$ cat src/wsfhp_pkg.sv
// Shared types and constants for the WebSocket frame header parser.
package wsfhp_pkg;

    localparam logic [6:0] LEN_MASK    = 7'h7f;
    localparam logic [3:0] OPCODE_MASK = 4'hf;
    localparam logic [6:0] LEN_CODE_16 = 7'd126;
    localparam logic [6:0] LEN_CODE_64 = 7'd127;

    localparam logic [3:0] BASE_HDR_LEN = 4'd2;
    localparam logic [3:0] EXT16_LEN    = 4'd2;
    localparam logic [3:0] EXT64_LEN    = 4'd8;
    localparam logic [3:0] KEY_LEN      = 4'd4;

    typedef struct packed {
        logic [7:0] data_byte;
        logic       frame_start;
    } rx_item_t;

    typedef struct packed {
        logic        fin;
        logic [3:0]  opcode;
        logic        masked;
        logic [63:0] payload_length;
        logic [31:0] masking_key;
        logic [3:0]  header_length;
        logic [63:0] frame_length;
    } hdr_item_t;

    // Parsed header as it travels from the front part to the back part
    typedef struct packed {
        logic        fin;
        logic [3:0]  opcode;
        logic        masked;
        logic [63:0] payload_length;
        logic [31:0] masking_key;
        logic [3:0]  header_length;
    } hdr_rec_t;

    typedef struct packed {
        logic     valid;
        hdr_rec_t rec;
    } hdr_push_t;

    typedef struct packed {
        logic full;
        logic empty;
    } queue_status_t;

    function automatic logic [3:0] ext_len(input logic [6:0] code);
        logic [3:0] len;
        len = 4'd0;
        if (code == LEN_CODE_16)
        begin
            len = EXT16_LEN;
        end
        else if (code == LEN_CODE_64)
        begin
            len = EXT64_LEN;
        end
        return len;
    endfunction

endpackage

$ cat src/websocket_frame_header_parser.sv
// WebSocket frame header parser: one header byte per item, one result per header.
// Throughput: one byte every cycle; the parser stalls only when the header queue is full.
// Result path: a completed header is written into the queue as its last byte is accepted,
// then passes the frame-length adder into the output register once that register is empty
// or its item is being taken.
// Reset: asynchronous, active low; clears the parser state, queue pointers and output valid.
module websocket_frame_header_parser
    import wsfhp_pkg::*;
#(
    parameter int QUEUE_DEPTH = 2
)
(
    input  logic      clk,
    input  logic      rst_n,
    input  logic      rx_valid,
    output logic      rx_ready,
    input  rx_item_t  rx_item,
    output logic      hdr_valid,
    input  logic      hdr_ready,
    output hdr_item_t hdr_item
);

    hdr_push_t     push;
    queue_status_t status;
    hdr_rec_t      head;
    logic          pop;

    assign rx_ready = !status.full;

    wsfhp_front u_front (
        .clk   (clk),
        .rst_n (rst_n),
        .take  (rx_valid && rx_ready),
        .item  (rx_item),
        .push  (push)
    );

    wsfhp_queue #(
        .DEPTH (QUEUE_DEPTH)
    ) u_queue (
        .clk    (clk),
        .rst_n  (rst_n),
        .push   (push),
        .pop    (pop),
        .status (status),
        .head   (head)
    );

    wsfhp_back u_back (
        .clk    (clk),
        .rst_n  (rst_n),
        .status (status),
        .head   (head),
        .pop    (pop),
        .valid  (hdr_valid),
        .ready  (hdr_ready),
        .item   (hdr_item)
    );

endmodule

$ cat src/wsfhp_front.sv
// Byte-level header parser: collects header fields and pushes complete headers.
module wsfhp_front
    import wsfhp_pkg::*;
(
    input  logic      clk,
    input  logic      rst_n,
    input  logic      take,
    input  rx_item_t  item,
    output hdr_push_t push
);

    logic [3:0]  byte_index_reg,   byte_index_next;
    logic [7:0]  first_byte_reg,   first_byte_next;
    logic [6:0]  length_code_reg,  length_code_next;
    logic        mask_flag_reg,    mask_flag_next;
    logic [63:0] length_accum_reg, length_accum_next;
    logic [31:0] key_accum_reg,    key_accum_next;

    logic [3:0] ext_cur;
    logic [3:0] ext_new;
    logic [3:0] hdr_len_cur;
    logic [3:0] hdr_len_new;
    logic [3:0] index_inc;
    logic       done;

    always_comb
    begin
        ext_cur     = ext_len(length_code_reg);
        hdr_len_cur = BASE_HDR_LEN + ext_cur + (mask_flag_reg ? KEY_LEN : 4'd0);
        index_inc   = byte_index_reg + 4'd1;

        byte_index_next   = byte_index_reg;
        first_byte_next   = first_byte_reg;
        length_code_next  = length_code_reg;
        mask_flag_next    = mask_flag_reg;
        length_accum_next = length_accum_reg;
        key_accum_next    = key_accum_reg;
        done              = 1'b0;

        if (take)
        begin
            priority if (item.frame_start)
            begin
                // Abandon any open header and start afresh
                first_byte_next   = item.data_byte;
                length_code_next  = 7'd0;
                mask_flag_next    = 1'b0;
                length_accum_next = 64'd0;
                key_accum_next    = 32'd0;
                byte_index_next   = 4'd1;
            end
            else if (byte_index_reg == 4'd0)
            begin
                // Drop bytes outside a header
            end
            else if (byte_index_reg == 4'd1)
            begin
                mask_flag_next   = item.data_byte[7];
                length_code_next = item.data_byte[6:0] & LEN_MASK;
                byte_index_next  = 4'd2;
                done = (ext_len(length_code_next) == 4'd0) && !mask_flag_next;
            end
            else
            begin
                if (byte_index_reg < BASE_HDR_LEN + ext_cur)
                begin
                    length_accum_next = {length_accum_reg[55:0], item.data_byte};
                end
                else
                begin
                    key_accum_next = {key_accum_reg[23:0], item.data_byte};
                end
                byte_index_next = index_inc;
                done = (index_inc >= hdr_len_cur);
            end
            if (done)
            begin
                byte_index_next = 4'd0;
            end
        end

        ext_new     = ext_len(length_code_next);
        hdr_len_new = BASE_HDR_LEN + ext_new + (mask_flag_next ? KEY_LEN : 4'd0);

        push.valid              = done;
        push.rec.fin            = first_byte_next[7];
        push.rec.opcode         = first_byte_next[3:0] & OPCODE_MASK;
        push.rec.masked         = mask_flag_next;
        push.rec.payload_length = (ext_new == 4'd0) ? {57'd0, length_code_next}
                                                    : length_accum_next;
        push.rec.masking_key    = mask_flag_next ? key_accum_next : 32'd0;
        push.rec.header_length  = hdr_len_new;
    end

    always_ff @(posedge clk or negedge rst_n)
    begin
        if (!rst_n)
        begin
            byte_index_reg   <= 4'd0;
            first_byte_reg   <= 8'd0;
            length_code_reg  <= 7'd0;
            mask_flag_reg    <= 1'b0;
            length_accum_reg <= 64'd0;
            key_accum_reg    <= 32'd0;
        end
        else
        begin
            byte_index_reg   <= byte_index_next;
            first_byte_reg   <= first_byte_next;
            length_code_reg  <= length_code_next;
            mask_flag_reg    <= mask_flag_next;
            length_accum_reg <= length_accum_next;
            key_accum_reg    <= key_accum_next;
        end
    end

endmodule

$ cat src/wsfhp_queue.sv
// Short queue of parsed headers between the parser and the output stage.
module wsfhp_queue
    import wsfhp_pkg::*;
#(
    parameter int DEPTH = 2
)
(
    input  logic          clk,
    input  logic          rst_n,
    input  hdr_push_t     push,
    input  logic          pop,
    output queue_status_t status,
    output hdr_rec_t      head
);

    localparam int PTR_W = $clog2(DEPTH);
    localparam int CNT_W = $clog2(DEPTH + 1);
    localparam logic [PTR_W-1:0] LAST_PTR = PTR_W'(DEPTH - 1);
    localparam logic [CNT_W-1:0] FULL_CNT = CNT_W'(DEPTH);

    hdr_rec_t entries [DEPTH];

    logic [PTR_W-1:0] wr_ptr_reg, wr_ptr_next;
    logic [PTR_W-1:0] rd_ptr_reg, rd_ptr_next;
    logic [CNT_W-1:0] count_reg,  count_next;
    logic             do_push;
    logic             do_pop;

    assign status.full  = (count_reg == FULL_CNT);
    assign status.empty = (count_reg == '0);
    assign head         = entries[rd_ptr_reg];

    always_comb
    begin
        do_push     = push.valid && !status.full;
        do_pop      = pop && !status.empty;
        wr_ptr_next = wr_ptr_reg;
        rd_ptr_next = rd_ptr_reg;
        count_next  = count_reg;
        if (do_push)
        begin
            wr_ptr_next = (wr_ptr_reg == LAST_PTR) ? '0 : wr_ptr_reg + 1'b1;
        end
        if (do_pop)
        begin
            rd_ptr_next = (rd_ptr_reg == LAST_PTR) ? '0 : rd_ptr_reg + 1'b1;
        end
        if (do_push && !do_pop)
        begin
            count_next = count_reg + 1'b1;
        end
        else if (do_pop && !do_push)
        begin
            count_next = count_reg - 1'b1;
        end
    end

    always_ff @(posedge clk)
    begin
        if (do_push)
        begin
            entries[wr_ptr_reg] <= push.rec;
        end
    end

    always_ff @(posedge clk or negedge rst_n)
    begin
        if (!rst_n)
        begin
            wr_ptr_reg <= '0;
            rd_ptr_reg <= '0;
            count_reg  <= '0;
        end
        else
        begin
            wr_ptr_reg <= wr_ptr_next;
            rd_ptr_reg <= rd_ptr_next;
            count_reg  <= count_next;
        end
    end

endmodule

$ cat src/wsfhp_back.sv
// Output stage: adds the frame length and holds the result item until taken.
module wsfhp_back
    import wsfhp_pkg::*;
(
    input  logic          clk,
    input  logic          rst_n,
    input  queue_status_t status,
    input  hdr_rec_t      head,
    output logic          pop,
    output logic          valid,
    input  logic          ready,
    output hdr_item_t     item
);

    logic      valid_reg, valid_next;
    hdr_item_t item_reg,  item_next;
    logic [64:0] sum;

    assign valid = valid_reg;
    assign item  = item_reg;

    always_comb
    begin
        pop = !status.empty && (!valid_reg || ready);
        sum = {1'b0, head.payload_length} + {61'd0, head.header_length};

        item_next.fin            = head.fin;
        item_next.opcode         = head.opcode;
        item_next.masked         = head.masked;
        item_next.payload_length = head.payload_length;
        item_next.masking_key    = head.masking_key;
        item_next.header_length  = head.header_length;
        // Saturate on carry out
        item_next.frame_length   = sum[64] ? {64{1'b1}} : sum[63:0];

        valid_next = valid_reg;
        if (pop)
        begin
            valid_next = 1'b1;
        end
        else if (ready)
        begin
            valid_next = 1'b0;
        end
    end

    always_ff @(posedge clk)
    begin
        if (pop)
        begin
            item_reg <= item_next;
        end
    end

    always_ff @(posedge clk or negedge rst_n)
    begin
        if (!rst_n)
        begin
            valid_reg <= 1'b0;
        end
        else
        begin
            valid_reg <= valid_next;
        end
    end

endmodule
$ cat config.mk
export PLATFORM = sky130hd
export DESIGN_NAME = websocket_frame_header_parser
export DESIGN_NICKNAME = d
export VERILOG_FILES = /design/src/wsfhp_pkg.sv /design/src/websocket_frame_header_parser.sv /design/src/wsfhp_front.sv /design/src/wsfhp_queue.sv /design/src/wsfhp_back.sv
export SDC_FILE = /design/constraint.sdc
export NUM_CORES = 1
export LEC_CHECK = 0
export BUFFER_PORTS_ARGS = -buffer_cell sky130_fd_sc_hd__buf_2
export CORE_MARGIN = 2
export CORE_UTILIZATION = 60
export CTS_BUF_LIST = sky130_fd_sc_hd__clkbuf_8
export CTS_CLUSTER_DIAMETER = 120
export DETAILED_ROUTE_END_ITERATION = 10
export PLACE_DENSITY = 0.8
export SLEW_MARGIN = 20
export SYNTH_ARGS = -nofsm -noshare
export SYNTH_HDL_FRONTEND = slang
export SYNTH_SLANG_ARGS = --single-unit
$ cat constraint.sdc
create_clock -name clk -period 9 [get_ports clk]
set_input_delay 1.35 -clock clk [delete_from_list [all_inputs] [get_ports clk]]
set_output_delay 1.35 -clock clk [all_outputs]
set_load 0.01 [all_outputs]
==> impl_results.md, run 1 <==
- Post-Place Cells: 2000
- Routed WL: between 40 and 50 mm
- Nets@finish: about 1600
- Clock buffer depth: 3
- Largest net degree at the start of global routing: between 90 and 100
- Hold Crit Class: flip-flop to flip-flop
- Worst R2R Path Depth: 11
- Layout cells sized above 1: 0.247
- Share of power burned in registers: 0.474
- Yosys top cell area share: 0.547
- Syn avg cell area: roughly 15 um^2
- Start of the worst register-to-register path: u_queue.rd_ptr_reg
- Cell Rows: a little under 70
- Routability congestion estimate: ~0.91
- CP Launch Type: flip-flop
- Leak Pwr: 9.09 nW
- Initial antenna violation count: 0
- Slew headroom: 0.306
- Final setup viols: 0
- Mapped Area: 20800 um^2
- Non-Filler Instances: between 2000 and 2500
- Ports: around 190
- Vias in the first global route: between 10000 and 15000
- Reg-to-Reg End: u_back.item[23]
- Post-synth top cells: 379 x edfxtp_1, 123 x a22o_1, 118 x dfrtp_1, 115 x nand2_1, 84 x mux2_2
- R2R setup slack: about 4.5 ns
- Hold Path Sink: u_front.length_accum_reg[62]
- TritonRoute pass-1 iters: 5
- CP Capture Type: flip-flop
- Chip width: 190 um
- Pwr/cell area: between 300 and 400 nW/um^2
- Ys flop type: edfxtp_1
- Most common cell in the netlist: edfxtp_1
- Vias per cell: between 5 and 6
- Period utilisation layout: 0.501
- DRC: 0
- RSZ-0062 raised after global routing: false
- Hold Buf Count CTS: 0
- Max-slew violations: 0
- First-pass GRT wire length: 66.8 mm
- Clock Latency Late Sink: ~0.60 ns
- Gr ovfl total: 0
- # port buffers: approximately 180
- Antenna cells: 0
- Post-CTS sizing: 0
- Final min period: 4.51 ns
- Combinational share of power: 0.267
- Area Growth Syn to Fin: 13.5%
- Top cells by area, synth: edfxtp_1 55%, dfrtp_1 14%, a22o_1 5.2%
- Syn Nets: 1445
- CP required: 9.31 ns
- Crit Path Max Fanout: approximately 50
- DP Worst Slack: roughly 4.3 ns
- Final Hold Fails: 0
- Die area: roughly 36000 um^2
- Vias: between 10000 and 15000
- Max reg flops: 210
- Fmax: approximately 220 MHz
- Setup tns final: 0 ns
- Synth Instances: 1419
- Hold-critical path depth: 1
- Status: complete, no violations
- Peak supply drop: roughly 0.18 mV
- Distinct cells, synth: 70
- Tightest Pin Transition: approximately 1.0 ns
- Async set or reset register ratio after synthesis: 0.237
- Tot Pwr: ~7.1 mW
- HP Start: u_front.length_accum_reg[62]
- Number of synthesized flops with an enable pin: approximately 380
- Clk root buf: clkbuf_8
- H-tree Lvls: 3
- Critical path arrival: between 4 and 5 ns
- Yosys Warn Count: 0
- CTS tree: done
- Worst setup margin: approximately 4.5 ns
- Skew final: about 0.024 ns
- Total GRT Usage: 0.239
- CTS buffer count: between 70 and 80
- #FFs+latches synth: roughly 500
- DPL Wire Length: ~28 mm
- Setup CP Type: flip-flop to flip-flop
- Chip Height: 190 um
- Post-synth top area cell: edfxtp_1
- Sequential area share after synthesis: 0.689
- Core area: 34400 um^2
- Clk slew on worst S/H paths: ~0.060 ns
- Pint: between 4 and 5 mW
- Sw frac: 0.318
- Clock share of power: 0.258
- CTS sink cnt: 497
- Routed wire per std cell: just over 20 um
- Postcts setup bufs: 0
- Effective utilization at floorplan: 0.605
- Sw power: between 2 and 2.5 mW
- Starting DRT DRC Count: about 1200
- Post-route ant nets: 0
- Max Cap Viol: 0
==> power by group through the flow <==
stage | registers (mW) | logic [mW] | clock network (mW)
global placement | 3.41 | 1.86 | 0
CTS | 3.39 | 1.91 | 1.89
detailed placement | 3.43 | 1.90 | 0
global route | 3.43 | 2.08 | 1.99
floorplan | 3.57 | 1.16 | 0
finish | 3.39 | 1.91 | 1.84
==> layout by cell type (no fill, tap or decap), types with 53 or more instances in the layout <==
cell type	synthesis	layout
dfrtp_1	118	117
edfxtp_1	379	379
a22o_1	123	123
nand2_1	115	115
nand3_1	53	53
clkbuf_8	0	86
xnor2_1	53	53
inv_1	46	62
nor2b_1	65	63
mux2_2	84	84
buf_2	22	182
==> per-stage QoR <==
step / utilization / cell area (um^2) / hold slack (ns)
after global placement: 0.642 / 22100 / 0.482
after CTS: 0.687 / 23600 / 0.500
after floorplan: - / 20800 / 0.455
after detailed placement: 0.642 / 22100 / 0.481
after global routing: 0.687 / 23600 / 0.514
final: 0.687 / 23600 / 0.500
==> how the worst max path moves through the flow <==
stage / startpoint / slack [ns] / to / depth (start not counted)
after floorplan: rx_item[0] / 1.48 / u_queue.entries[0][100] / 4
after global placement: u_queue.rd_ptr_reg / 4.43 / u_back.item[3] / 9
after detailed placement: u_queue.rd_ptr_reg / 4.29 / u_back.item[43] / 9
after CTS: u_queue.rd_ptr_reg / 4.28 / u_back.item[16] / 9
after global routing: u_queue.rd_ptr_reg / 4.20 / u_back.item[23] / 11
final: u_queue.rd_ptr_reg / 4.49 / u_back.item[23] / 11
==> final cells by class <==
cell class                      instances  area [um^2]
Multi-Input combinational cell        807         5980
Timing Repair Buffer                  195         1010
Fill cell                            2352        10800
Clock buffer                           86         1180
Inverter                               46          178
Sequential cell                       497        14300
Clock inverter                         55          352
Tap cell                              455          569
==> metal layers <==
metal / vias to the layer above / part of all wire / GRT usage
met3: 77 / 0.076 / 0.0498
met5: - / 0 / 0
li1: 5842 / - / -
met4: 0 / 0.022 / 0.0883
met2: 594 / 0.48 / 0.375
met1: 6228 / 0.42 / 0.334
==> cells by family after synthesis <==
| kind of cell | after synthesis | share of synthesized area |
|---|---|---|
| adder cells (fa/ha/maj) | 13 | 0.00818 |
| multiplexers | 109 | 0.0575 |
| buffers and inverters | 115 | 0.0252 |
| other | 1 | 0.000180 |
| flip-flops | 497 | 0.689 |
| AO/OA/AOI/OAI | 236 | 0.0898 |
| XOR/XNOR | 62 | 0.0261 |
| AND/OR/NAND/NOR | 386 | 0.104 |
==> critical path, cell delays in order, from the launching register on <==
cell,delay [ns]
dfrtp_4,0.76
buf_4,0.58
mux2_2,0.28
ha_1,0.16
inv_1,0.05
fa_1,0.37
nor2b_1,0.23
o221a_2,0.32
nand4_2,0.51
a2111oi_0,0.70
xnor2_1,0.18
nand2_1,0.08
(Power assumes the default switching activity.)
==> run 2: changes to the inputs <==
--- a/config.mk
+++ b/config.mk
@@ -5,6 +5,7 @@
 export SDC_FILE = /design/constraint.sdc
 export NUM_CORES = 1
 export LEC_CHECK = 0
+export ABC_AREA = 1
 export BUFFER_PORTS_ARGS = -buffer_cell sky130_fd_sc_hd__buf_2
 export CORE_MARGIN = 2
 export CORE_UTILIZATION = 60
==> constraint.sdc (replaced) <==
create_clock -name clk -period 4.4 [get_ports clk]
set_input_delay 0.66 -clock clk [delete_from_list [all_inputs] [get_ports clk]]
set_output_delay 0.66 -clock clk [all_outputs]
set_load 0.01 [all_outputs]
==> impl_results.md, run 2 <==
- Routed WL: 58.4 mm (+35%)
- Fin Hold WS: 0.171 ns (-0.329 ns)
- Layout cells sized above 1: 0.194 (-0.0534)
- Die area: 40400 um^2 (+12%)
- Starting DRT DRC Count: 1804 (+51%)
- Slew headroom: 0.246 (-0.0596)
- Routed wire per std cell: 18.5 um (-8.7%)
- Mapped Area: 23300 um^2 (+12%)
- Skew final: 0.0356 ns (+0.0117 ns)
- Core area: 38500 um^2 (+12%)
- Top cells by area, synth: edfxtp_1 49%, nand2_1 14%, dfrtp_1 13%
- Routability congestion estimate: 0.932 (+1.9%)
- Max reg flops: 210 (unchanged)
- TritonRoute pass-1 iters: 6 (+1)
- Nets@finish: 2607 (+58%)
- Most common cell in the netlist: nand2_1
- Xor/xnor share of the synthesized area: 0.00414 (-0.0220)
- Number of synthesized flops with an enable pin: 379 (unchanged)
- Fmax: 290 MHz (+31%)
- CTS buffer count: 79 (+3.9%)
- DPL Wire Length: 40.8 mm (+45%)
- Vias in the first global route: 16600 (+34%)
- Vias per cell: 5.51 (-7.3%)
- Effective utilization at floorplan: 0.605 (about the same)
- Critical path arrival: 3.82 ns (-1.01 ns)
- CP required: 4.77 ns (-4.54 ns)
- Storage cell area: 14300 um^2 (unchanged)
- Fill count: 2928 (+24%)
- Pwr/cell area: 708 nW/um^2 (+130%)
- Post-route ant nets: 0 (unchanged)
- Ys flop type: edfxtp_1
- Final setup viols: 0 (unchanged)
- CP Capture Type: flip-flop
- Crit Path Max Fanout: 41 (-16%)
- Hold Buf Count CTS: 0 (unchanged)
- Tightest Pin Transition: 1.13 ns (+0.0894 ns)
- First-pass GRT wire length: 91.3 mm (+37%)
- Vias: 17400 (+37%)
- Chip width: 201 um (+5.7%)
- Adder-cell share of the synthesized area: 0.00731 (-0.000876)
- CTS tree: done
- Async set or reset register ratio after synthesis: 0.237 (unchanged)
- Sequential area share after synthesis: 0.616 (-0.0737)
- Synth Area in Compound Gates: 0.0506 (-0.0393)
- Hold Crit Class: primary input to async pin
- Final Hold Fails: 0 (unchanged)
- Max-slew violations: 0 (unchanged)
- CTS sink cnt: 497 (unchanged)
- Clk slew on worst S/H paths: 0.06 ns (about the same)
- Chip Height: 201 um (+5.7%)
- Period utilisation layout: 0.783 (+0.281)
- Total GRT Usage: 0.290 (+0.0513)
- Leading cell type in the layout, fill and taps excluded: nand2_1
- Setup CP Type: flip-flop to flip-flop
- Yosys top cell area share: 0.489 (-0.0586)
- Postcts setup bufs: 0 (unchanged)
- # port buffers: 183 (unchanged)
- Largest net degree at the start of global routing: 171 (+74%)
- Initial antenna violation count: 0 (unchanged)
- RSZ-0062 raised after global routing: false
- Simple-gate area share of the yosys netlist: 0.248 (+0.144)
- Peak supply drop: 1.35 mV (+640%)
- Clock buffer depth: 3 (unchanged)
- Leak Pwr: 12.1 nW (+33%)
- H-tree Lvls: 3 (unchanged)
- Post-synth top area cell: edfxtp_1
- Post-synth top cells: 841 x nand2_1, 379 x edfxtp_1, 279 x inv_1, 139 x nor2_1, 118 x dfrtp_1
- Yosys Warn Count: 0 (unchanged)
- Post-synthesis mux area share: 0 (-0.0575)
- Clock Latency Late Sink: 0.65 ns (+0.05 ns)
- Max Cap Viol: 0 (unchanged)
- Post-CTS sizing: 0 (unchanged)
- Clk root buf: clkbuf_8
- Fin util: 0.682 (-0.00508)
- Status: complete, no violations
- Area Growth Syn to Fin: 12.6%
- DRC: 0 (unchanged)
- CP Launch Type: flip-flop
- Ports: 185 (unchanged)
- Gr ovfl total: 0 (unchanged)
- Commonest cells after routing, fill and taps aside: 838 x nand2_1, 379 x edfxtp_1, 315 x inv_1, 182 x buf_2, 136 x nor2_1
- Tot Pwr: 18.6 mW (+160%)
- Synth Instances: 2386 (+68%)
- #FFs+latches synth: 497 (unchanged)
- Syn Nets: 2412 (+67%)
- Area of the multi-input gates: 7290 um^2 (+22%)
- Syn avg cell area: 9.76 um^2 (-33%)
- Final min period: 3.44 ns (-1.07 ns)
- Largest family of logic cells by synthesized area: simple AND/OR/NAND/NOR gates
- Cell Rows: 72 (+5.9%)
- Antenna cells: 0 (unchanged)
- Distinct cells, synth: 43 (-39%)
run 2: cell types whose count changed in the layout (fill, tap and decap cells not counted), sizes merged, moves of 76 or more:
cell   change
mux2      -84
inv      +261
a21oi     +76
a22o     -123
nand2    +746
nand3     +94
nor2     +144
run 2: metal layers:
metal,track usage,routed length (um)
met1,0.430,25100
met2,0.442,26500
met3,0.0531,5600
met4,0.0860,1230
met5,0,0
run 2: cell families (layout without fill, tap and decap cells):
logic type	count (synthesis)	after routing
and+or+nand+nor	1287	1287
buffers and inverters	391	650
AOI/OAI and AO/OA	186	186
adders and majority gates	13	13
xor gates and xnor gates	11	11
DFF	497	497
other	1	1
run 2: path summary, 6_finish.rpt:
| path | from | end | slack (ns) | depth (start not counted) |
|---|---|---|---|---|
| max in group asynchronous | rst_n | u_front.key_accum_reg[24] | 3.20 | 2 |
| min | rst_n | u_front.length_accum_reg[56] | 0.17 | 1 |
| max | u_queue.rd_ptr_reg | u_back.item[39] | 0.96 | 18 |
| min reg2reg | u_front.key_accum_reg[27] | u_front.key_accum_reg[27] | 0.47 | 2 |
| min in group clk | hdr_ready | u_back.valid | 0.20 | 2 |
| max reg2reg | u_queue.rd_ptr_reg | u_back.item[39] | 0.96 | 18 |
run 2: critical path: stages, from the launching register on:
cell	delay (ns)
dfrtp_4	0.51
inv_4	0.35
nand2_1	0.11
nand2_1	0.13
ha_1	0.19
inv_1	0.07
fa_1	0.39
inv_1	0.11
nand2_1	0.06
nand2_1	0.06
nand2_1	0.13
nor2_4	0.16
nand2_2	0.13
inv_2	0.10
nand3_1	0.16
nor2_2	0.25
nand2_1	0.09
nand2_1	0.08
nand3_2	0.07
run 2: layout make-up:
class / count / area share
timing repair buffer: 218 / 0.0484
tap: 518 / 0.0247
inverter: 287 / 0.0413
multi-input combinational: 1498 / 0.278
clock inverter: 62 / 0.0174
sequential: 497 / 0.547
clock buffer: 83 / 0.0436
run 2: where the power goes:
group	total, mW	internal (mW)	switching [mW]	leakage (nW)
Combinational	7.22	2.07	5.15	5.94
Clock	3.98	2.17	1.81	0.945
Sequential	7.36	6.87	0.497	5.17
run 2: stage by stage:
| step | setup WS [ns] | setup TNS, ns | area, um^2 | std cells |
|---|---|---|---|---|
| after floorplan | -0.177 | -0.177 | 23300 | 2386 |
| after global placement | 1.17 | 0 | 24600 | 3018 |
| after CTS | 0.971 | 0 | 26200 | 3163 |
| after global routing | 0.712 | 0 | 26200 | 3163 |
| final | 0.957 | 0 | 26200 | 3163 |
| after detailed placement | 1.01 | 0 | 24600 | 3018 |
==> run 3: changes to the inputs <==
==> constraint.sdc (replaced) <==
create_clock -name clk -period 3.26 [get_ports clk]
set_input_delay 0.489 -clock clk [delete_from_list [all_inputs] [get_ports clk]]
set_output_delay 0.489 -clock clk [all_outputs]
set_load 0.01 [all_outputs]
==> impl_results.md, run 3 (same netlist as run 2, synthesis figures left out) <==
- Routed WL: 58.3 mm (-0.22%)
- Effective utilization at floorplan: 0.605 (unchanged)
- Slew headroom: 0.301 (+0.0549)
- Status: complete, no violations
- DPL Wire Length: 40.2 mm (-1.4%)
- Starting DRT DRC Count: 1855 (+2.8%)
- DR WL met2: 26.5 mm (+0.11%)
- Period utilisation layout: 0.935 (+0.152)
- H-tree Lvls: 3 (unchanged)
- Layout cells sized above 1: 0.204 (+0.0104)
- Leading cell type in the layout, fill and taps excluded: nand2_1
- Crit Path Max Fanout: 127 (+210%)
- Cell Rows: 72 (unchanged)
- Tightest Pin Transition: 1.05 ns (-0.0824 ns)
- First-pass GRT wire length: 91.6 mm (+0.39%)
- Routability congestion estimate: 0.961 (+3.2%)
- Clk root buf: clkbuf_8
- Reg-to-Reg End: u_back.item[55]
- Final Hold Fails: 0 (unchanged)
- DRC: 0 (unchanged)
- Max reg flops: 210 (unchanged)
- Fin util: 0.688 (+0.00599)
- Final min period: 3.05 ns (-0.396 ns)
- Largest net degree at the start of global routing: 153 (-11%)
- Start of the worst register-to-register path: u_queue.rd_ptr_reg
- CTS sink cnt: 497 (unchanged)
- Vias in the first global route: 16900 (+1.6%)
- Clk slew on worst S/H paths: 0.06 ns (about the same)
- CP Capture Type: flip-flop
- Max-slew violations: 0 (unchanged)
- Core area: 38500 um^2 (unchanged)
- CP Launch Type: flip-flop
- Routed wire per std cell: 18.4 um (-0.63%)
- TritonRoute pass-1 iters: 6 (unchanged)
- Max Cap Viol: 0 (unchanged)
- Leak Pwr: 12.1 nW (+0.63%)
- Hold Crit Class: primary input to flip-flop
- CTS tree: done
- Vias: 17600 (+1.0%)
- Critical path arrival: 3.43 ns (-0.39 ns)
- Ports: 185 (unchanged)
- # port buffers: 183 (unchanged)
- Peak supply drop: 0.670 mV (-50%)
- Worst Setup SP: u_queue.rd_ptr_reg
- Area Growth Syn to Fin: 13.6%
- Top sig layer: met4
- Met3 wire len: 5.98 mm (+6.8%)
- Commonest cells after routing, fill and taps aside: 837 x nand2_1, 379 x edfxtp_1, 301 x inv_1, 182 x buf_2, 134 x nor2_1
- Met1 Routed Length: 24.0 mm (-4.6%)
- Hold Path Sink: u_back.valid
- Nets@finish: 2619 (+0.46%)
- Skew final: 0.0414 ns (+0.00587 ns)
- Hold-critical path depth: 2
- Fmax: 328 MHz (+13%)
- Final setup viols: 0 (unchanged)
- Fin Hold WS: 0.0650 ns (-0.106 ns)
- Initial antenna violation count: 0 (unchanged)
- Die area: 40400 um^2 (unchanged)
- Total GRT Usage: 0.292 (+0.00231)
- HP Start: hdr_ready
- Vias per cell: 5.55 (+0.60%)
- Post-Place Cells: 3029 (+0.36%)
- Non-Filler Instances: 3176 (+0.41%)
- Post-route ant nets: 0 (unchanged)
- Gr ovfl total: 0 (unchanged)
- CP required: 3.64 ns (-1.13 ns)
- Pwr/cell area: 948 nW/um^2 (+34%)
- Chip width: 201 um (unchanged)
- R2R setup slack: 0.21 ns (-0.74 ns)
- CTS buffer count: 79 (unchanged)
- Chip Height: 201 um (unchanged)
- Clock Latency Late Sink: 0.66 ns (about the same)
- Worst R2R Path Depth: 10 (-8)
- Setup CP Type: flip-flop to flip-flop
- Clock buffer depth: 3 (unchanged)
- Setup tns final: 0 ns (unchanged)
-- run 3: metrics by stage --
step	total power [mW]	instance area, um^2	setup WS (ns)
after floorplan	16.5	23300	-1.13
after global placement	19.4	24800	0.335
after detailed placement	19.7	24800	0.222
after CTS	25.0	26400	0.207
after global routing	26.6	26500	-0.0101
final	25.1	26500	0.212
-- run 3: repair_timing --
action	4_1_cts	5_1_grt
buffers inserted	0	0
resized for setup	0	3
setup endpoints to repair	0	5
hold endpoints to repair	45	0
hold buffers	1	0
-- run 3: critical path: stages (launching register included) --
cell	delay [ns]
dfrtp_4	0.48
buf_12	0.44
o21ai_1	0.39
nor2_1	0.34
nand2_1	0.12
nor2_1	0.24
nand2_1	0.09
nor2_1	0.30
nand2_1	0.10
nand2_1	0.08
nand3_2	0.07
-- run 3: cell type report --
| cell class | instances | area [um^2] |
|---|---|---|
| diodes | 1 | 2.50 |
| clock buffers | 96 | 1320 |
| clock inverters | 49 | 294 |
| fillers | 2810 | 12000 |
| inverters | 287 | 1080 |
| multi-input cells | 1498 | 7310 |
| flip-flops and latches | 497 | 14300 |
| well taps | 518 | 648 |
| repair buffers | 230 | 1450 |
-- run 3: per-layer routing --
layer / up-vias / global-route usage
met5: - / 0
li1: 8205 / -
met1: 8327 / 0.419
met4: 0 / 0.107
met2: 944 / 0.442
met3: 142 / 0.0657
-- run 3: report_power, final --
group | switching (mW) | leakage, nW | internal (mW)
Clock | 2.41 | 0.929 | 2.91
Sequential | 0.687 | 5.17 | 9.26
Combinational | 6.92 | 6.03 | 2.87
-- run 3: worst max-delay path by stage --
stage / endpoint / slack (ns) / cells past startpoint
after floorplan: u_queue.count_reg[1] / -1.13 / 8
after global placement: u_back.item[45] / 0.34 / 18
after detailed placement: u_back.item[36] / 0.22 / 16
after CTS: u_back.item[36] / 0.21 / 16
after global routing: u_back.item[39] / -0.01 / 18
final: u_back.item[55] / 0.21 / 10
